--- src/rtl/wpm_pkg.sv ---
// Package for the wildcard pattern matcher.
// Holds the fixed field widths, the wildcard byte codes and the register index codes.
// No dependencies; every other file imports it.
package wpm_pkg;

  // Fixed widths of the configuration port and the payload fields.
  localparam int unsigned CfgDataW = 64;
  localparam int unsigned CfgIdxW  = 2;
  localparam int unsigned LenW     = 5;
  localparam int unsigned ByteW    = 8;

  // Wildcard codes in the pattern.
  localparam logic [ByteW-1:0] STAR_BYTE = 8'h2A;
  localparam logic [ByteW-1:0] ANY_BYTE  = 8'h3F;

  // Configuration register indexes.
  typedef enum logic [CfgIdxW-1:0] {
    CFG_PATTERN_LOW  = 2'd0,
    CFG_PATTERN_HIGH = 2'd1,
    CFG_PATTERN_LEN  = 2'd2
  } cfg_idx_e;

endpackage

--- src/rtl/wpm_if.sv ---
// Stream interfaces of the wildcard pattern matcher: text beats in, verdict beats out.
// Depends on wpm_pkg for the byte width.
interface wpm_text_if;
  import wpm_pkg::*;

  logic             valid;
  logic             ready;
  logic [ByteW-1:0] text_byte;
  logic             last_of_text;

  modport source (output valid, output text_byte, output last_of_text, input ready);
  modport sink   (input valid, input text_byte, input last_of_text, output ready);
endinterface

interface wpm_result_if;
  logic valid;
  logic ready;
  logic prefix_matches;
  logic end_of_text;

  modport source (output valid, output prefix_matches, output end_of_text, input ready);
  modport sink   (input valid, input prefix_matches, input end_of_text, output ready);
endinterface

--- src/rtl/wpm_row_update.sv ---
// Combinational update of the wildcard match row for one text byte.
// Depends on wpm_pkg; used by wildcard_pattern_matcher_core.
module wpm_row_update
  import wpm_pkg::*;
#(
  parameter int unsigned PatternMax = 16
) (
  input  logic [CfgDataW-1:0]                 pat_low_i,
  input  logic [CfgDataW-1:0]                 pat_high_i,
  input  logic [LenW-1:0]                     pat_len_i,
  input  logic [PatternMax:0]                 row_i,
  input  logic                                inside_i,
  input  logic [ByteW-1:0]                    text_byte_i,
  output logic [PatternMax:0]                 row_o,
  output logic                                match_o
);

  localparam int unsigned MW = $clog2(PatternMax + 1);

  logic [PatternMax-1:0][ByteW-1:0] pat;
  logic [MW-1:0]                    used_len;
  logic [PatternMax:0]              start_row;
  logic [PatternMax:0]              old_row;
  logic [PatternMax:0]              next_row;

  // Unpack the pattern bytes; bytes at or above PatternMax are never looked at.
  for (genvar k = 0; k < PatternMax; k++) begin : g_pat
    if (k < 8) begin : g_low
      assign pat[k] = pat_low_i[k*ByteW +: ByteW];
    end else begin : g_high
      assign pat[k] = pat_high_i[(k-8)*ByteW +: ByteW];
    end
  end

  // A length beyond the row size is clamped to the row size.
  assign used_len = (pat_len_i > LenW'(PatternMax)) ? MW'(PatternMax) : MW'(pat_len_i);

  // Row at the start of a text: bit 0 set, then the leading run of stars.
  always_comb begin
    start_row    = '0;
    start_row[0] = 1'b1;
    for (int j = 1; j <= int'(PatternMax); j++) begin
      start_row[j] = start_row[j-1] & (pat[j-1] == STAR_BYTE) & (j <= int'(used_len));
    end
  end

  assign old_row = inside_i ? row_i : start_row;

  // One row step: a star ripples from the left, other bytes take the diagonal.
  always_comb begin
    next_row = '0;
    for (int j = 1; j <= int'(PatternMax); j++) begin
      if (j <= int'(used_len)) begin
        priority if (pat[j-1] == STAR_BYTE) begin
          next_row[j] = next_row[j-1] | old_row[j];
        end else if (pat[j-1] == ANY_BYTE || pat[j-1] == text_byte_i) begin
          next_row[j] = old_row[j-1];
        end else begin
          next_row[j] = 1'b0;
        end
      end
    end
  end

  assign row_o   = next_row;
  assign match_o = next_row[used_len];

endmodule

--- src/rtl/wildcard_pattern_matcher_core.sv ---
// Top level of the wildcard pattern matcher: input register, row update, result register.
// Depends on wpm_pkg, wpm_if.sv (wpm_text_if, wpm_result_if) and wpm_row_update.
//
//   Channel   Direction  Beat contents
//   text_i    in         text_byte, last_of_text
//   result_o  out        prefix_matches, end_of_text
//   cfg_*_i   in         register index, 64-bit write data (no read-back)
//
// Each text beat is registered in the input stage; the row update then writes its verdict
// into the result register when that is free or draining. One beat per cycle is sustained
// while result_o.ready holds; the match row and the text-in-progress flag are the only
// state carried between beats. A stalled result register holds its beat; the input
// register fills behind it and then drops ready, so no beat is lost.
// Reset clears the pattern, the match row and both valid flags; no clearing pass.
module wildcard_pattern_matcher_core
  import wpm_pkg::*;
#(
  parameter int unsigned PatternMax = 16
) (
  input  logic                  clk_i,
  input  logic                  rst_ni,
  input  logic                  cfg_we_i,
  input  logic [CfgIdxW-1:0]    cfg_idx_i,
  input  logic [CfgDataW-1:0]   cfg_wdata_i,
  wpm_text_if.sink              text_i,
  wpm_result_if.source          result_o
);

  // Configuration registers.
  logic [CfgDataW-1:0] pat_low_q;
  logic [CfgDataW-1:0] pat_high_q;
  logic [LenW-1:0]     pat_len_q;

  // Input stage.
  logic                s1_valid_q;
  logic [ByteW-1:0]    s1_byte_q;
  logic                s1_last_q;
  logic                s1_fire;
  logic                in_fire;

  // Match state.
  logic [PatternMax:0] row_q;
  logic [PatternMax:0] row_d;
  logic                inside_q;
  logic                match_d;

  // Result register.
  logic                out_valid_q;
  logic                out_match_q;
  logic                out_eot_q;

  // Configuration writes; indexes beyond the list are ignored.
  always_ff @(posedge clk_i or negedge rst_ni) begin
    if (!rst_ni) begin
      pat_low_q  <= '0;
      pat_high_q <= '0;
      pat_len_q  <= '0;
    end else if (cfg_we_i) begin
      unique case (cfg_idx_e'(cfg_idx_i))
        CFG_PATTERN_LOW:  pat_low_q  <= cfg_wdata_i;
        CFG_PATTERN_HIGH: pat_high_q <= cfg_wdata_i;
        CFG_PATTERN_LEN:  pat_len_q  <= cfg_wdata_i[LenW-1:0];
        default: ;
      endcase
    end
  end

  // Handshake: the input stage moves on whenever the result register is free or draining.
  assign s1_fire      = s1_valid_q && (!out_valid_q || result_o.ready);
  assign text_i.ready = !s1_valid_q || s1_fire;
  assign in_fire      = text_i.valid && text_i.ready;

  // Input stage valid flag.
  always_ff @(posedge clk_i or negedge rst_ni) begin
    if (!rst_ni) begin
      s1_valid_q <= 1'b0;
    end else if (text_i.ready) begin
      s1_valid_q <= text_i.valid;
    end
  end

  // Input stage payload.
  always_ff @(posedge clk_i) begin
    if (in_fire) begin
      s1_byte_q <= text_i.text_byte;
      s1_last_q <= text_i.last_of_text;
    end
  end

  // Row update for the byte in the input stage.
  wpm_row_update #(
    .PatternMax (PatternMax)
  ) u_row_update (
    .pat_low_i   (pat_low_q),
    .pat_high_i  (pat_high_q),
    .pat_len_i   (pat_len_q),
    .row_i       (row_q),
    .inside_i    (inside_q),
    .text_byte_i (s1_byte_q),
    .row_o       (row_d),
    .match_o     (match_d)
  );

  // Match row and text-in-progress flag; the last byte of a text clears both.
  always_ff @(posedge clk_i or negedge rst_ni) begin
    if (!rst_ni) begin
      row_q    <= '0;
      inside_q <= 1'b0;
    end else if (s1_fire) begin
      if (s1_last_q) begin
        row_q    <= '0;
        inside_q <= 1'b0;
      end else begin
        row_q    <= row_d;
        inside_q <= 1'b1;
      end
    end
  end

  // Result register valid flag.
  always_ff @(posedge clk_i or negedge rst_ni) begin
    if (!rst_ni) begin
      out_valid_q <= 1'b0;
    end else if (s1_fire) begin
      out_valid_q <= 1'b1;
    end else if (result_o.ready) begin
      out_valid_q <= 1'b0;
    end
  end

  // Result register payload.
  always_ff @(posedge clk_i) begin
    if (s1_fire) begin
      out_match_q <= match_d;
      out_eot_q   <= s1_last_q;
    end
  end

  assign result_o.valid          = out_valid_q;
  assign result_o.prefix_matches = out_match_q;
  assign result_o.end_of_text    = out_eot_q;

`ifndef SYNTHESIS
  // The last byte of a text always leaves the matcher outside any text.
  a_last_clears_text: assert property (@(posedge clk_i) disable iff (!rst_ni)
    s1_fire && s1_last_q |=> !inside_q && (row_q == '0))
    else $error("match state not cleared after last byte of text");

  // Bit 0 of the stored row is never set once a byte has been applied.
  a_row_bit0_clear: assert property (@(posedge clk_i) disable iff (!rst_ni)
    row_q[0] == 1'b0)
    else $error("stored match row has bit 0 set");

  // An empty pattern never reports a match.
  a_empty_pattern: assert property (@(posedge clk_i) disable iff (!rst_ni)
    s1_fire && (pat_len_q == '0) |=> !out_match_q)
    else $error("empty pattern reported a match");

  // An empty result register never blocks the input side.
  a_ready_when_empty: assert property (@(posedge clk_i) disable iff (!rst_ni)
    !out_valid_q |-> text_i.ready)
    else $error("input stalled with an empty result register");
`endif

endmodule

--- src/flat_wrapper.sv ---
// flat-port wrapper written by rule: the top's interface ports become plain ports
module wildcard_pattern_matcher_core_flat import wpm_pkg::*;
#(
  parameter int unsigned PatternMax = 16
)
  (clk_i, rst_ni, cfg_we_i, cfg_idx_i, cfg_wdata_i, text_i_valid, text_i_text_byte, text_i_last_of_text, text_i_ready, result_o_valid, result_o_prefix_matches, result_o_end_of_text, result_o_ready);
  wpm_text_if text_i_i ();
  wpm_result_if result_o_i ();
  input  logic clk_i;
  input  logic rst_ni;
  input  logic cfg_we_i;
  input  logic [CfgIdxW-1:0] cfg_idx_i;
  input  logic [CfgDataW-1:0] cfg_wdata_i;
  input wire logic [$bits(text_i_i.valid)-1:0] text_i_valid;
  input wire logic [$bits(text_i_i.text_byte)-1:0] text_i_text_byte;
  input wire logic [$bits(text_i_i.last_of_text)-1:0] text_i_last_of_text;
  output wire logic [$bits(text_i_i.ready)-1:0] text_i_ready;
  output wire logic [$bits(result_o_i.valid)-1:0] result_o_valid;
  output wire logic [$bits(result_o_i.prefix_matches)-1:0] result_o_prefix_matches;
  output wire logic [$bits(result_o_i.end_of_text)-1:0] result_o_end_of_text;
  input wire logic [$bits(result_o_i.ready)-1:0] result_o_ready;
  assign text_i_i.valid = text_i_valid;
  assign text_i_i.text_byte = text_i_text_byte;
  assign text_i_i.last_of_text = text_i_last_of_text;
  assign text_i_ready = text_i_i.ready;
  assign result_o_valid = result_o_i.valid;
  assign result_o_prefix_matches = result_o_i.prefix_matches;
  assign result_o_end_of_text = result_o_i.end_of_text;
  assign result_o_i.ready = result_o_ready;
  wildcard_pattern_matcher_core #(.PatternMax(PatternMax)) u_core (.clk_i(clk_i), .rst_ni(rst_ni), .cfg_we_i(cfg_we_i), .cfg_idx_i(cfg_idx_i), .cfg_wdata_i(cfg_wdata_i), .text_i(text_i_i), .result_o(result_o_i));
endmodule
--- config.mk ---
export PLATFORM = sky130hd
export DESIGN_NAME = wildcard_pattern_matcher_core_flat
export DESIGN_NICKNAME = d
export VERILOG_FILES = /design/src/rtl/wpm_pkg.sv /design/src/rtl/wpm_if.sv /design/src/rtl/wpm_row_update.sv /design/src/rtl/wildcard_pattern_matcher_core.sv /design/src/flat_wrapper.sv
export SDC_FILE = /design/constraint.sdc
export NUM_CORES = 1
export LEC_CHECK = 0
export BUFFER_PORTS_ARGS = -buffer_cell sky130_fd_sc_hd__buf_2
export CAP_MARGIN = 20
export CORE_MARGIN = 4
export CORE_UTILIZATION = 61
export CTS_CLUSTER_SIZE = 16
export DETAILED_ROUTE_END_ITERATION = 6
export PLACE_DENSITY = 0.81
export SYNTH_ARGS = -nofsm -noshare
export SYNTH_HDL_FRONTEND = slang
export SYNTH_HIERARCHICAL = 1
export SYNTH_SLANG_ARGS = --single-unit
--- constraint.sdc ---
create_clock -name clk_i -period 4.05 [get_ports clk_i]
set_input_delay 0.6075 -clock clk_i [delete_from_list [all_inputs] [get_ports clk_i]]
set_output_delay 0.6075 -clock clk_i [all_outputs]
set_load 0.03 [all_outputs]
After elaboration in Yosys (flattened, before gate mapping):

Index checks and enable logic that the tools add are counted.

* word-level logic and storage cells: 208
* bits of input ports: 80
* register bits: 164
* output and inout port bits: 4

* equal/unequal tests: 50
* bitwise operators: 46
* $lt $le $gt $ge: 18
* muxes and demuxes: 56
* reduce and logical (&&, ||, !) cells: 27

Operator list (count)
* equality test 8 x 6 -> 1 bit, second input constant: 32
* equality test 8 bit: 16
* two-way mux 1 bit: 52
* <= comparator 4 x 5 -> 1 bit, first input constant: 8
* two-way mux 17 bit: 2
* bitwise AND 1 bit: 31
* <= comparator 3 x 5 -> 1 bit, first input constant: 4
* logical OR 1 bit: 18
* OR 1 bit: 15
* <= comparator 2 x 5 -> 1 bit, first input constant: 2
* less-than comparator 5 x 6 -> 1 bit, second input constant: 1
* AND reduction 2 bit: 3
* binary-select mux 1 bit (select 5 bit): 1
* > comparator 5 bit, second input constant: 1
* <= comparator 1 x 5 -> 1 bit, first input constant: 1
* <= comparator 5 bit, first input constant: 1
* two-way mux 5 bit: 1
* equality test 2 x 1 -> 1 bit, second input constant: 1
* equality test 2 bit, second input constant: 1
* logical AND 1 bit: 2
* zero test 1 bit: 2
* zero test 2 bit: 1
* nonzero test 2 bit: 1

Depth between registers and ports, before layout:

Gate-level depths: netlist of the first run.

* depth in word-level cells: 85
* mapped depth: 15
* mapped depth without buffers: 13

Modules after synthesis:

The synthesis of the first run kept the hierarchy.

By module, submodules not included
* wildcard_pattern_matcher_core: instances 1, cells an instance 359, area an instance 6550.0 sq um, seq. area each 4159.0 sq um
* wpm_row_update: instances 1, cells an instance 522, area an instance 3569.7 sq um, seq. area each 0.0 sq um

Worst setup path before layout of the first run:

OpenSTA, ideal clock, no wires.

* path type: register -> register
* start: register u_core.pat_len_q[4]
* end: register u_core.row_q[16]
* setup time: 125 ps
* required time: 3925 ps
* cell stages (with the launch flop): 16
* data arrival time: 3179 ps
* period minus slack after synthesis: 3303 ps
* buffers on the path: 2
* path slack: 747 ps
* cells stage by stage: dfrtp_1 -> buf_2 -> or3_1 -> buf_2 -> nor2_1 -> o211ai_1 -> nand3_1 -> a31oi_2 -> o41ai_4 -> a2111oi_4 -> o311ai_2 -> a32oi_2 -> o21ai_1 -> inv_1 -> and2b_1 -> mux2_2

* word-level cells in the longest chain between the ends: 53
* elaborated cells on any way between the ends: 113
* those cells by class: 17 x order compare; 50 x mux; 46 x bitwise

RTL lines
* start, declared: line wildcard_pattern_matcher_core.sv:32 `logic [LenW-1:0] pat_len_q;`
* start signal, assigned: line wildcard_pattern_matcher_core.sv:62 `CFG_PATTERN_LEN: pat_len_q <= cfg_wdata_i[LenW-1:0];`
* > comparator 5 bit: line wpm_row_update.sv:36 `assign used_len = (pat_len_i > LenW'(PatternMax)) ? MW'(PatternMax) : MW'(pat_len_i);`
* two-way mux 5 bit *: line wpm_row_update.sv:36
* <= comparator 1 x 5 -> 1 bit: line wpm_row_update.sv:43, wpm_row_update.sv:53
* bitwise AND 1 bit: line wpm_row_update.sv:43 `start_row[j] = start_row[j-1] & (pat[j-1] == STAR_BYTE) & (j <= int'(used_len));`
* two-way mux 17 bit / bitwise AND 1 bit (equally long branches): line wpm_row_update.sv:47, wpm_row_update.sv:43
* two-way mux 1 bit / bitwise AND 1 bit (equally long branches): line wpm_row_update.sv:54, wpm_row_update.sv:43
* two-way mux 1 bit / two-way mux 17 bit (equally long branches): line wpm_row_update.sv:53, wpm_row_update.sv:47
* OR 1 bit: line wpm_row_update.sv:55 `next_row[j] = next_row[j-1] | old_row[j];`
* [2 not listed]
* net u_core.row_d[2]: line wildcard_pattern_matcher_core.sv:43 `logic [PatternMax:0] row_d;`
* [36 not listed]
* OR 1 bit *: line wpm_row_update.sv:55
* two-way mux 1 bit *: line wpm_row_update.sv:54 `priority if (pat[j-1] == STAR_BYTE) begin`
* two-way mux 1 bit *: line wpm_row_update.sv:53 `if (j <= int'(used_len)) begin`
* OR 1 bit *: line wpm_row_update.sv:55
* two-way mux 1 bit *: line wpm_row_update.sv:54
* two-way mux 1 bit *: line wpm_row_update.sv:53
* net u_core.row_d[16]: line wildcard_pattern_matcher_core.sv:43
* two-way mux 17 bit *: line wildcard_pattern_matcher_core.sv:110 `if (s1_last_q) begin`
* end signal, assigned: line wildcard_pattern_matcher_core.sv:114 `row_q <= row_d;`
* end, declared: line wildcard_pattern_matcher_core.sv:42 `logic [PatternMax:0] row_q;`

The timed path passes the listed nets; every way through them passes the cells marked *.
A chain may end at the register's enable or synchronous reset.

Worst setup path after layout of the first run:

* start: register u_core.pat_low_q[16]
* end: register u_core.out_match_q, in the netlist u_core/result_o.prefix_matches, data pin

* word-level cells in the longest chain between the ends: 48
* elaborated cells on any way between the ends: 91
* those cells by class: 3 x eq/ne; 45 x mux; 42 x bitwise; 1 x reduce/logical

RTL lines
* start, declared: line wildcard_pattern_matcher_core.sv:30 `logic [CfgDataW-1:0] pat_low_q;`
* start signal, assigned: line wildcard_pattern_matcher_core.sv:60 `CFG_PATTERN_LOW: pat_low_q <= cfg_wdata_i;`
* equality test 8 x 6 -> 1 bit: line wpm_row_update.sv:43, wpm_row_update.sv:54
* bitwise AND 1 bit (2 in a row): line wpm_row_update.sv:43
* two-way mux 17 bit: line wpm_row_update.sv:47 `assign old_row = inside_i ? row_i : start_row;`
* OR 1 bit: line wpm_row_update.sv:55
* two-way mux 1 bit: line wpm_row_update.sv:54
* two-way mux 1 bit: line wpm_row_update.sv:53
* OR 1 bit: line wpm_row_update.sv:55
* two-way mux 1 bit: line wpm_row_update.sv:54
* [32 not listed]
* two-way mux 1 bit: line wpm_row_update.sv:54
* two-way mux 1 bit: line wpm_row_update.sv:53
* OR 1 bit: line wpm_row_update.sv:55
* two-way mux 1 bit: line wpm_row_update.sv:54
* two-way mux 1 bit: line wpm_row_update.sv:53
* binary-select mux 1 bit (select 5 bit) *: line wpm_row_update.sv:66 `assign match_o = next_row[used_len];`
* two-way mux 1 bit (not written as such) *: line wpm_row_update.sv:66
* net u_core.match_d: line wildcard_pattern_matcher_core.sv:45 `logic match_d;`
* end signal, assigned: line wildcard_pattern_matcher_core.sv:134 `out_match_q <= match_d;`
* end, declared: line wildcard_pattern_matcher_core.sv:49 `logic out_match_q;`

The timed path passes the listed nets; every way through them passes the cells marked *. The select of a mux whose other input is x is not followed.

==> reports/qor.txt, run 1 <==
Logic pwr share -> 0.228
I/O Buffers -> 83
CTS Buf Count -> 17
Fin Hold WS -> 0.233 ns
kind of critical path -> flop to flop
max-cap viol count -> 0
Clock Tree Root -> clkbuf_16
Residual DRC -> 0
CP Data Required Time -> 4.30 ns
post-synth top area cell -> dfrtp_1
Total GRT Usage -> 0.294
Sum Neg Setup Slack -> 0 ns
worst min-delay path category -> input port to async pin
Ports -> 84
die height -> 137 microns
Async SR Flop Fraction -> 0.933
worst-path cell chain -> nor4b_1 -> nand4_1 -> nor4_4 -> nand3_2 -> or3_1 -> a21o_1 -> nor3b_2 -> o311ai_2 -> a32oi_2 -> a211oi_2 -> o311ai_2
post-synthesis compound-gate area fraction -> 0.0851
CP delay by family, top -> simple AND/OR/NAND/NOR gates
area grow syn2layout -> 11.3%
syn nets -> 961
Syn. warnings -> 6
VDD IR max -> 0.000314 V
via-per-instance ratio -> 6.26
Critical Path AT -> 4.03 ns
clock share of power -> 0.315
share of cells above drive strength 1 -> 0.332
Worst path slowest cell -> nor4b_1
GP Congestion -> 1.02
hpwl dp -> 19.0 mm
initial core utilization -> 0.630
Post-synth top flop -> dfrtp_1
Seq/Total Area, Yosys -> 0.411
Reg power frac -> 0.457
clk buf depth -> 2
DRT Pass-1 Iters -> 5
Slew @ Worst Pin -> 0.920 ns
post-synthesis mux area share -> 0.192
Chip Width -> 137 microns
Slew Limit Fails -> 0
final core occ -> 0.702
P_int -> 0.00341 W
Netlist cell types -> 78
Final setup viols -> 0
antenna-violating nets left -> 0
fmax -> 264 MHz
H-tree lvl count -> 4
clock sinks -> 164
nets -> 1050
switch share -> 0.313
main combinational cell family by area after synthesis -> multiplexers
status -> finished, final reports clean
CTS tree -> done
PD cells -> 441 nW/um^2
clock skew -> 0.00854 ns
DR iter-0 viols -> 616
crit path max fanout -> 6
clock edge transition at the registers on the reported setup and hold paths -> 0.07 ns
CP peak stage delay -> 0.63 ns
setup ws final -> 0.262 ns
synthesis-stage register bit count -> 164
RSZ-0062 raised after global routing -> false
fraction of the mapped netlist area in simple logic gates -> 0.155
antenna fix cells -> 0
largest net degree at the start of global routing -> 92
Synth Instances -> 881
top post-synthesis cells by count -> dfrtp_1, xnor2_1, mux2_2
vias in the first global route -> 7731
post-synth top area share -> 0.378
Die Area -> 18700 sq um
FP Rows -> 46
pre-CTS worst setup slack -> 0.383 ns
EDFF count, synth -> 11
core area -> 16100 sq um
final wirelength -> 26.3 mm
DR vias -> 7505
first-pass GRT wire length -> 41.9 mm
Synth Area in XOR/XNOR -> 0.111
Buf/Inv on CP -> 0
Leakage Power -> 4.71 nW
final hold violation count -> 0
Max-slew headroom -> 0.387
Final min period -> 3.79 ns
ranking of synthesized cells by area -> dfrtp_1, mux2_2, xnor2_1
Skew-Pair Late Insertion Delay -> 0.43 ns
Synth Area per Inst -> 11.5 sq um
Routed wire per std cell -> 21.9 microns
cell with the most instances on the worst path -> o311ai_2
initial antenna violation count -> 0
Synth Area in Adders -> 0
Post-Synthesis Cell Area -> 10100 sq um
total power -> 0.00497 W
total grt overflow -> 0
crit end category -> flop
Final Cycle Share -> 0.935
critical path startpoint category -> flop
most common cell in the netlist -> dfrtp_1
NetSw -> 0.00155 W
-- logic make-up after synthesis --
| logic type | count (synthesis) |
|---|---|
| buffers and inverters | 57 |
| DFF | 164 |
| other | 1 |
| muxes | 153 |
| and+or+nand+nor | 264 |
| xor gates and xnor gates | 128 |
| AOI/OAI and AO/OA | 114 |
-- area by class of cell --
type,instances,area [sq um]
clock inverter,13,126
inverter,15,56.3
tap,216,270
fill,1148,4790
sequential,164,4160
timing repair buffer,112,714
multi-input combinational,660,5510
clock buffer,19,433
-- state kept, by name, indices dropped and copies added (netlist names) --
register,count
u_core/result_o.end_of_text,1
u_core/s1_valid_q,1
u_core/result_o.valid,1
u_core/pat_len_q,5
u_core/inside_q,1
u_core/result_o.prefix_matches,1
u_core/row_q,17
u_core/s1_byte_q,8
u_core/pat_high_q,64
u_core/pat_low_q,64
u_core/s1_last_q,1
-- per-layer routing --
layer  GRT usage  vias to the layer above  share of wire
li1            -                     3393              -
met1       0.382                     3687           0.41
met2       0.482                      345           0.48
met3      0.0610                       80          0.070
met4       0.123                        0          0.040
met5           0                        -              0
-- power groups by stage --
stage	logic (W)	clock network, W	registers (W)
global route	0.00122	0.00166	0.00231
CTS	0.00113	0.00158	0.00226
floorplan	0.000875	0	0.00218
finish	0.00113	0.00156	0.00227
detailed placement	0.00111	0	0.00229
global placement	0.00108	0	0.00227
-- through the flow --
stage	instance area, sq um	std cells
after floorplan	10100	881
after global placement	10700	1167
after detailed placement	10700	1167
after CTS	11300	1199
after global routing	11300	1199
final	11300	1199
-- cell usage in the layout, fill, tap and decap left out, types with 4 or more instances in the layout --
cell	netlist	layout
nand3b_1	6	6
or3_1	4	4
nand2_1	37	37
xnor2_1	104	104
xor2_1	24	24
o211ai_1	9	9
a31oi_1	10	10
dfrtp_1	153	153
mux2_2	91	91
o21ai_0	14	14
o31ai_1	5	5
o22ai_1	6	6
inv_1	15	15
nand2b_1	12	12
nand4_1	41	41
mux2_4	60	60
buf_2	21	82
nor2_1	39	38
nor3_1	21	21
nor4_1	8	8
edfxtp_1	11	11
nor4b_1	5	5
nor2b_1	14	14
buf_12	12	6
buf_4	1	23
nand3_1	24	24
a21oi_1	25	25
and2b_1	6	6
and3_1	16	16
o21a_1	4	4
clkbuf_16	0	17
and2_1	5	5
-- repair_timing --
action                                  CTS  global route
endpoints found under the setup margin    0             3
gates resized for setup                   0             1
setup buffers                             0             0
hold buffers                              0             0
-- path summary, 6_finish.rpt --
path | slack [ns] | startpoint | cells past startpoint | end
worst max-delay path | 0.26 | u_core/pat_low_q[16] | 11 | u_core/result_o.prefix_matches
worst min register to register | 0.51 | u_core/row_q[3] | 1 | u_core/row_q[3]
max in group asynchronous | 2.99 | rst_ni | 2 | u_core/pat_len_q[1]
min in group clk_i | 0.34 | text_i_last_of_text | 1 | u_core/s1_last_q
worst min-delay path | 0.23 | rst_ni | 1 | u_core/pat_high_q[62]
worst max register to register | 0.26 | u_core/pat_low_q[16] | 11 | u_core/result_o.prefix_matches
(Power assumes the default switching activity.)
==> inputs of run 2 (changes only) <==
==> constraint.sdc (replaced) <==
create_clock -name clk_i -period 4.32 [get_ports clk_i]
set_input_delay 0.864 -clock clk_i [delete_from_list [all_inputs] [get_ports clk_i]]
set_output_delay 0.864 -clock clk_i [all_outputs]
set_load 0.03 [all_outputs]
==> run 2 against run 1 <==
Against the previous run: register-to-register slack improved by 0.10 ns; clock skew rose by 0.0039 ns; highest routed layer unchanged; via count fell by 0.55%; critical path type unchanged; wire length barely moved; final cell count fell by 0.25%; cell area fell by 0.79%; largest power group unchanged; critical path depth rose by 2; power fell by 6.9%; utilization fell by 0.55 points; worst setup slack improved by 0.10 ns; global-route usage fell by 0.23 points.
==> reports/qor.txt, run 2 (same netlist as run 1, synthesis figures left out) <==
FP Rows -> 46 (unchanged)
Clock Tree Root -> clkbuf_16
DR iter-0 viols -> 676 (+9.7%)
kind of critical path -> flop to flop
clock sinks -> 164 (unchanged)
first-pass GRT wire length -> 41.7 mm (-0.61%)
critical path depth -> 13 (+2)
worst r2r path cells -> 13 (+2)
share of cells above drive strength 1 -> 0.329 (-0.00307)
area grow syn2layout -> 10.5%
Skew-Pair Late Insertion Delay -> 0.43 ns (about the same)
Fin Hold WS -> 0.506 ns (+0.273 ns)
max-cap viol count -> 0 (unchanged)
core area -> 16100 sq um (unchanged)
RSZ-0062 raised after global routing -> false
worst min-delay path category -> input port to async pin
PD cells -> 414 nW/um^2 (-6.2%)
CTS hold repair buffers -> 0 (unchanged)
Sum Neg Setup Slack -> 0 ns (unchanged)
clock skew -> 0.0125 ns (+0.00392 ns)
CP Data Required Time -> 4.63 ns (+0.33 ns)
Die Area -> 18700 sq um (unchanged)
crit end category -> flop
Slew Limit Fails -> 0 (unchanged)
crit path max fanout -> 19 (+13)
I/O Buffers -> 83 (unchanged)
Routed wire per std cell -> 21.9 microns (+0.20%)
CTS Buf Count -> 17 (unchanged)
nets -> 1047 (-0.29%)
via-per-instance ratio -> 6.24 (-0.30%)
DR vias -> 7464 (-0.55%)
Worst path slowest cell -> dfrtp_1
top flop regs -> u_core/pat_high_q (64), u_core/pat_low_q (64), u_core/row_q (17)
total grt overflow -> 0 (unchanged)
cell with the most instances on the worst path -> a21oi_1
CTS resizes -> 0 (unchanged)
H-tree lvl count -> 4 (unchanged)
Final min period -> 3.96 ns (+0.168 ns)
filler instances -> 1148 (unchanged)
Max-slew headroom -> 0.400 (+0.0137)
Residual DRC -> 0 (unchanged)
Final Cycle Share -> 0.916 (-0.0196)
CP peak stage delay -> 0.56 ns (-0.07 ns)
most common cell after layout, fill and taps aside -> dfrtp_1
vias in the first global route -> 7479 (-3.3%)
final wirelength -> 26.3 mm (about the same)
Ports -> 84 (unchanged)
largest net degree at the start of global routing -> 90 (-2.2%)
Leakage Power -> 4.68 nW (-0.67%)
Final setup viols -> 0 (unchanged)
status -> finished, final reports clean
initial core utilization -> 0.630 (unchanged)
initial antenna violation count -> 0 (unchanged)
Post-CTS Setup Bufs -> 0 (unchanged)
Chip Width -> 137 microns (unchanged)
final hold violation count -> 0 (unchanged)
commonest cells after routing, fill and taps aside -> dfrtp_1, xnor2_1, mux2_2, buf_2, mux2_4
Total GRT Usage -> 0.292 (-0.00225)
clock edge transition at the registers on the reported setup and hold paths -> 0.06 ns (about the same)
VDD IR max -> 0.000336 V (+7.0%)
hpwl dp -> 18.9 mm (-0.93%)
Buf/Inv on CP -> 1 (+1)
CP delay by family, top -> compound AO/OA/AOI/OAI gates
critical path startpoint category -> flop
GP Congestion -> 1.05 (+3.7%)
antenna fix cells -> 0 (unchanged)
fmax -> 253 MHz (-4.2%)
antenna-violating nets left -> 0 (unchanged)
clk buf depth -> 2 (unchanged)
worst-path cell chain -> or2_1 -> a21oi_1 -> nor3_2 -> a21oi_2 -> a21oi_1 -> nor3_1 -> a2111oi_4 -> o311ai_2 -> a32oi_2 -> o21ai_1 -> inv_1 -> and2b_1 -> mux2_2
die height -> 137 microns (unchanged)
CTS tree -> done
Critical Path AT -> 4.27 ns (+0.24 ns)
Slew @ Worst Pin -> 0.897 ns (-0.0232 ns)
DRT Pass-1 Iters -> 5 (unchanged)
## run 2: path summary, 6_finish.rpt
path / start / end / slack (ns)
min: rst_ni / u_core/pat_high_q[61] / 0.51
max in group asynchronous: rst_ni / u_core/row_q[10] / 2.96
max reg2reg: u_core/pat_len_q[4] / u_core/row_q[16] / 0.36
min in group clk_i: u_core/row_q[9] / u_core/row_q[9] / 0.51
min reg2reg: u_core/row_q[9] / u_core/row_q[9] / 0.51
max: u_core/pat_len_q[4] / u_core/row_q[16] / 0.36
## run 2: per-stage QoR
step	utilization	power (W)	cell area, sq um	instances	setup WS, ns
3_3_place_gp	0.661	0.00313	10600	1164	0.662
6_report	0.696	0.00462	11200	1196	0.364
4_1_cts	0.696	0.00462	11200	1196	0.482
3_5_place_dp	0.661	0.00316	10600	1164	0.491
5_1_grt	0.696	0.00482	11200	1196	0.128
2_1_floorplan	-	0.00286	10100	881	1.02
## run 2: layer usage
layer	part of all wire	routed length, microns	track usage
met2	0.48	12600	0.476
met1	0.42	11100	0.397
met3	0.072	1880	0.0548
met4	0.026	691	0.0948
met5	0	0	0
## run 2: area by class of cell
| class | instances | area (sq um) | area share |
|---|---|---|---|
| Inverter | 15 | 56.3 | 0.00504 |
| Sequential cell | 164 | 4160 | 0.372 |
| Tap cell | 216 | 270 | 0.0242 |
| Timing Repair Buffer | 109 | 629 | 0.0563 |
| Clock inverter | 13 | 125 | 0.0112 |
| Clock buffer | 19 | 433 | 0.0387 |
| Multi-Input combinational cell | 660 | 5510 | 0.493 |
## run 2: where the power goes
part	internal, W	switching [W]	total, W	leakage [nW]
registers	0.00180	0.000350	0.00215	1.95
logic	0.000580	0.000437	0.00102	2.46
clock network	0.000803	0.000652	0.00145	0.271
## run 2: worst reg2reg max path, delay by kind of cell, from the launching register on
kind,cells,cell delay [ns]
compound gates,7,1.86
simple gates,4,1.11
flops,1,0.56
mux,1,0.25
buf+inv,1,0.05
==> inputs of run 3 (changes only) <==
Settings changed: PLACE_DENSITY 0.81 to 0.91.
==> run 3 against run 2 <==
Against the previous run: sequential share of layout area is 0.096 points lower; clock power rose by 6%; hold slack lost 0.069 ns; combinational power increased by 5%; die area stayed put; largest power group unchanged; highest routed layer unchanged.
==> reports/qor.txt, run 3 (same netlist as run 1, synthesis figures left out) <==
via-per-instance ratio -> 6.50 (+4.2%)
initial core utilization -> 0.630 (unchanged)
GP Congestion -> 1.04 (-1.1%)
Sum Neg Setup Slack -> 0 ns (unchanged)
total power -> 0.00476 W (+2.9%)
DR vias -> 7760 (+4.0%)
top flop regs -> u_core/pat_high_q (64), u_core/pat_low_q (64), u_core/row_q (17)
commonest cells after routing, fill and taps aside -> dfrtp_1, xnor2_1, mux2_2, buf_2, mux2_4
CP peak stage delay -> 0.52 ns (-0.04 ns)
Buf/Inv on CP -> 1 (unchanged)
Total GRT Usage -> 0.313 (+0.0207)
CP delay by family, top -> compound AO/OA/AOI/OAI gates
top sig layer -> met4
Fin Hold WS -> 0.438 ns (-0.0689 ns)
final hold violation count -> 0 (unchanged)
filler instances -> 1112 (-3.1%)
core area -> 16100 sq um (unchanged)
fmax -> 247 MHz (-2.4%)
Skew-Pair Late Insertion Delay -> 0.43 ns (about the same)
crit path max fanout -> 13 (-6)
Max-slew headroom -> 0.308 (-0.0923)
nets -> 1044 (-0.29%)
Final min period -> 4.05 ns (+0.0956 ns)
clock edge transition at the registers on the reported setup and hold paths -> 0.06 ns (about the same)
metal2 WL -> 13.7 mm (+8.7%)
Chip Width -> 137 microns (unchanged)
wl on met1 -> 11.3 mm (+1.2%)
crit end category -> flop
VDD IR max -> 0.000417 V (+24%)
hpwl dp -> 19.9 mm (+5.3%)
status -> finished, final reports clean
FP Rows -> 46 (unchanged)
Critical Path AT -> 4.36 ns (+0.09 ns)
RSZ-0062 raised after global routing -> false
cell with the most instances on the worst path -> a21oi_1
die height -> 137 microns (unchanged)
Slew @ Worst Pin -> 1.04 ns (+0.141 ns)
share of cells above drive strength 1 -> 0.327 (-0.00206)
Routed wire per std cell -> 23.7 microns (+7.8%)
Ports -> 84 (unchanged)
H-tree lvl count -> 4 (unchanged)
initial antenna violation count -> 0 (unchanged)
CP Data Required Time -> 4.63 ns (about the same)
worst-path cell chain -> or2_1 -> a21oi_1 -> nor3_2 -> a21oi_2 -> a21oi_1 -> nor3_1 -> a2111oi_4 -> o311ai_2 -> a32oi_2 -> o21ai_1 -> inv_1 -> and2b_1 -> mux2_2
vias in the first global route -> 8086 (+8.1%)
kind of critical path -> flop to flop
CTS tree -> done
first-pass GRT wire length -> 44.8 mm (+7.6%)
clock sinks -> 164 (unchanged)
Leakage Power -> 4.68 nW (about the same)
Final setup viols -> 0 (unchanged)
critical path startpoint category -> flop
CTS Buf Count -> 17 (unchanged)
PD cells -> 425 nW/um^2 (+2.6%)
DR iter-0 viols -> 650 (-3.8%)
DRT Pass-1 Iters -> 5 (unchanged)
area grow syn2layout -> 10.7%
final wirelength -> 28.2 mm (+7.5%)
max-cap viol count -> 0 (unchanged)
Worst path slowest cell -> dfrtp_1
antenna fix cells -> 0 (unchanged)
Die Area -> 18700 sq um (unchanged)
Residual DRC -> 0 (unchanged)
CTS hold repair buffers -> 0 (unchanged)
most common cell after layout, fill and taps aside -> dfrtp_1
Final Cycle Share -> 0.938 (+0.0221)
largest net degree at the start of global routing -> 84 (-6.7%)
clk buf depth -> 2 (unchanged)
total grt overflow -> 0 (unchanged)
Slew Limit Fails -> 0 (unchanged)
I/O Buffers -> 83 (unchanged)
Post-CTS Setup Bufs -> 0 (unchanged)
antenna-violating nets left -> 0 (unchanged)
clock skew -> 0.00918 ns (-0.00328 ns)
CTS resizes -> 0 (unchanged)
Clock Tree Root -> clkbuf_16
Met3 Routed Length -> 2.14 mm (+14%)
worst min-delay path category -> input port to async pin
## run 3: worst paths after layout
| kind | start | endpoint | slack [ns] | depth (start not counted) |
|---|---|---|---|---|
| max | u_core/pat_len_q[3] | u_core/row_q[16] | 0.27 | 13 |
| min | rst_ni | u_core/pat_high_q[59] | 0.44 | 1 |
| max reg2reg | u_core/pat_len_q[3] | u_core/row_q[16] | 0.27 | 13 |
| min reg2reg | u_core/row_q[3] | u_core/row_q[3] | 0.50 | 1 |
| max in group asynchronous | rst_ni | u_core/pat_high_q[3] | 3.01 | 2 |
| min in group clk_i | u_core/row_q[3] | u_core/row_q[3] | 0.50 | 1 |
## run 3: report_power, final
group	internal, W	switching, W	total, W
clock	0.000907	0.000630	0.00154
sequential	0.00180	0.000351	0.00215
combinational	0.000583	0.000485	0.00107
## run 3: metrics by stage
step | setup WS [ns] | instances | util | area [sq um]
6_report | 0.269 | 1193 | 0.698 | 11200
2_1_floorplan | 1.02 | 881 | - | 10100
3_5_place_dp | 0.414 | 1161 | 0.661 | 10600
3_3_place_gp | 0.414 | 1161 | 0.661 | 10600
5_1_grt | 0.155 | 1193 | 0.698 | 11200
4_1_cts | 0.361 | 1193 | 0.698 | 11200
## run 3: layout make-up
class                   instances  area (sq um)  area share
multi-input cells             660          5510       0.491
clock inverters                 9           118      0.0105
inverters                      15          56.3     0.00502
well taps                     216           270      0.0241
repair buffers                106           619      0.0553
clock buffers                  23           479      0.0428
flip-flops and latches        164          4160       0.371
## run 3: worst reg2reg max path, cell delays in order (launching register included)
cell	delay, ns
dfrtp_1	0.52
or2_1	0.36
a21oi_1	0.40
nor3_2	0.22
a21oi_2	0.32
a21oi_1	0.19
nor3_1	0.41
a2111oi_4	0.14
o311ai_2	0.43
a32oi_2	0.21
o21ai_1	0.28
inv_1	0.06
and2b_1	0.15
mux2_2	0.25
## run 3: routing by layer
| layer | up-vias | track usage |
|---|---|---|
| li1 | 3384 | - |
| met1 | 3864 | 0.401 |
| met2 | 421 | 0.519 |
| met3 | 91 | 0.0585 |
| met4 | 0 | 0.137 |
| met5 | - | 0 |
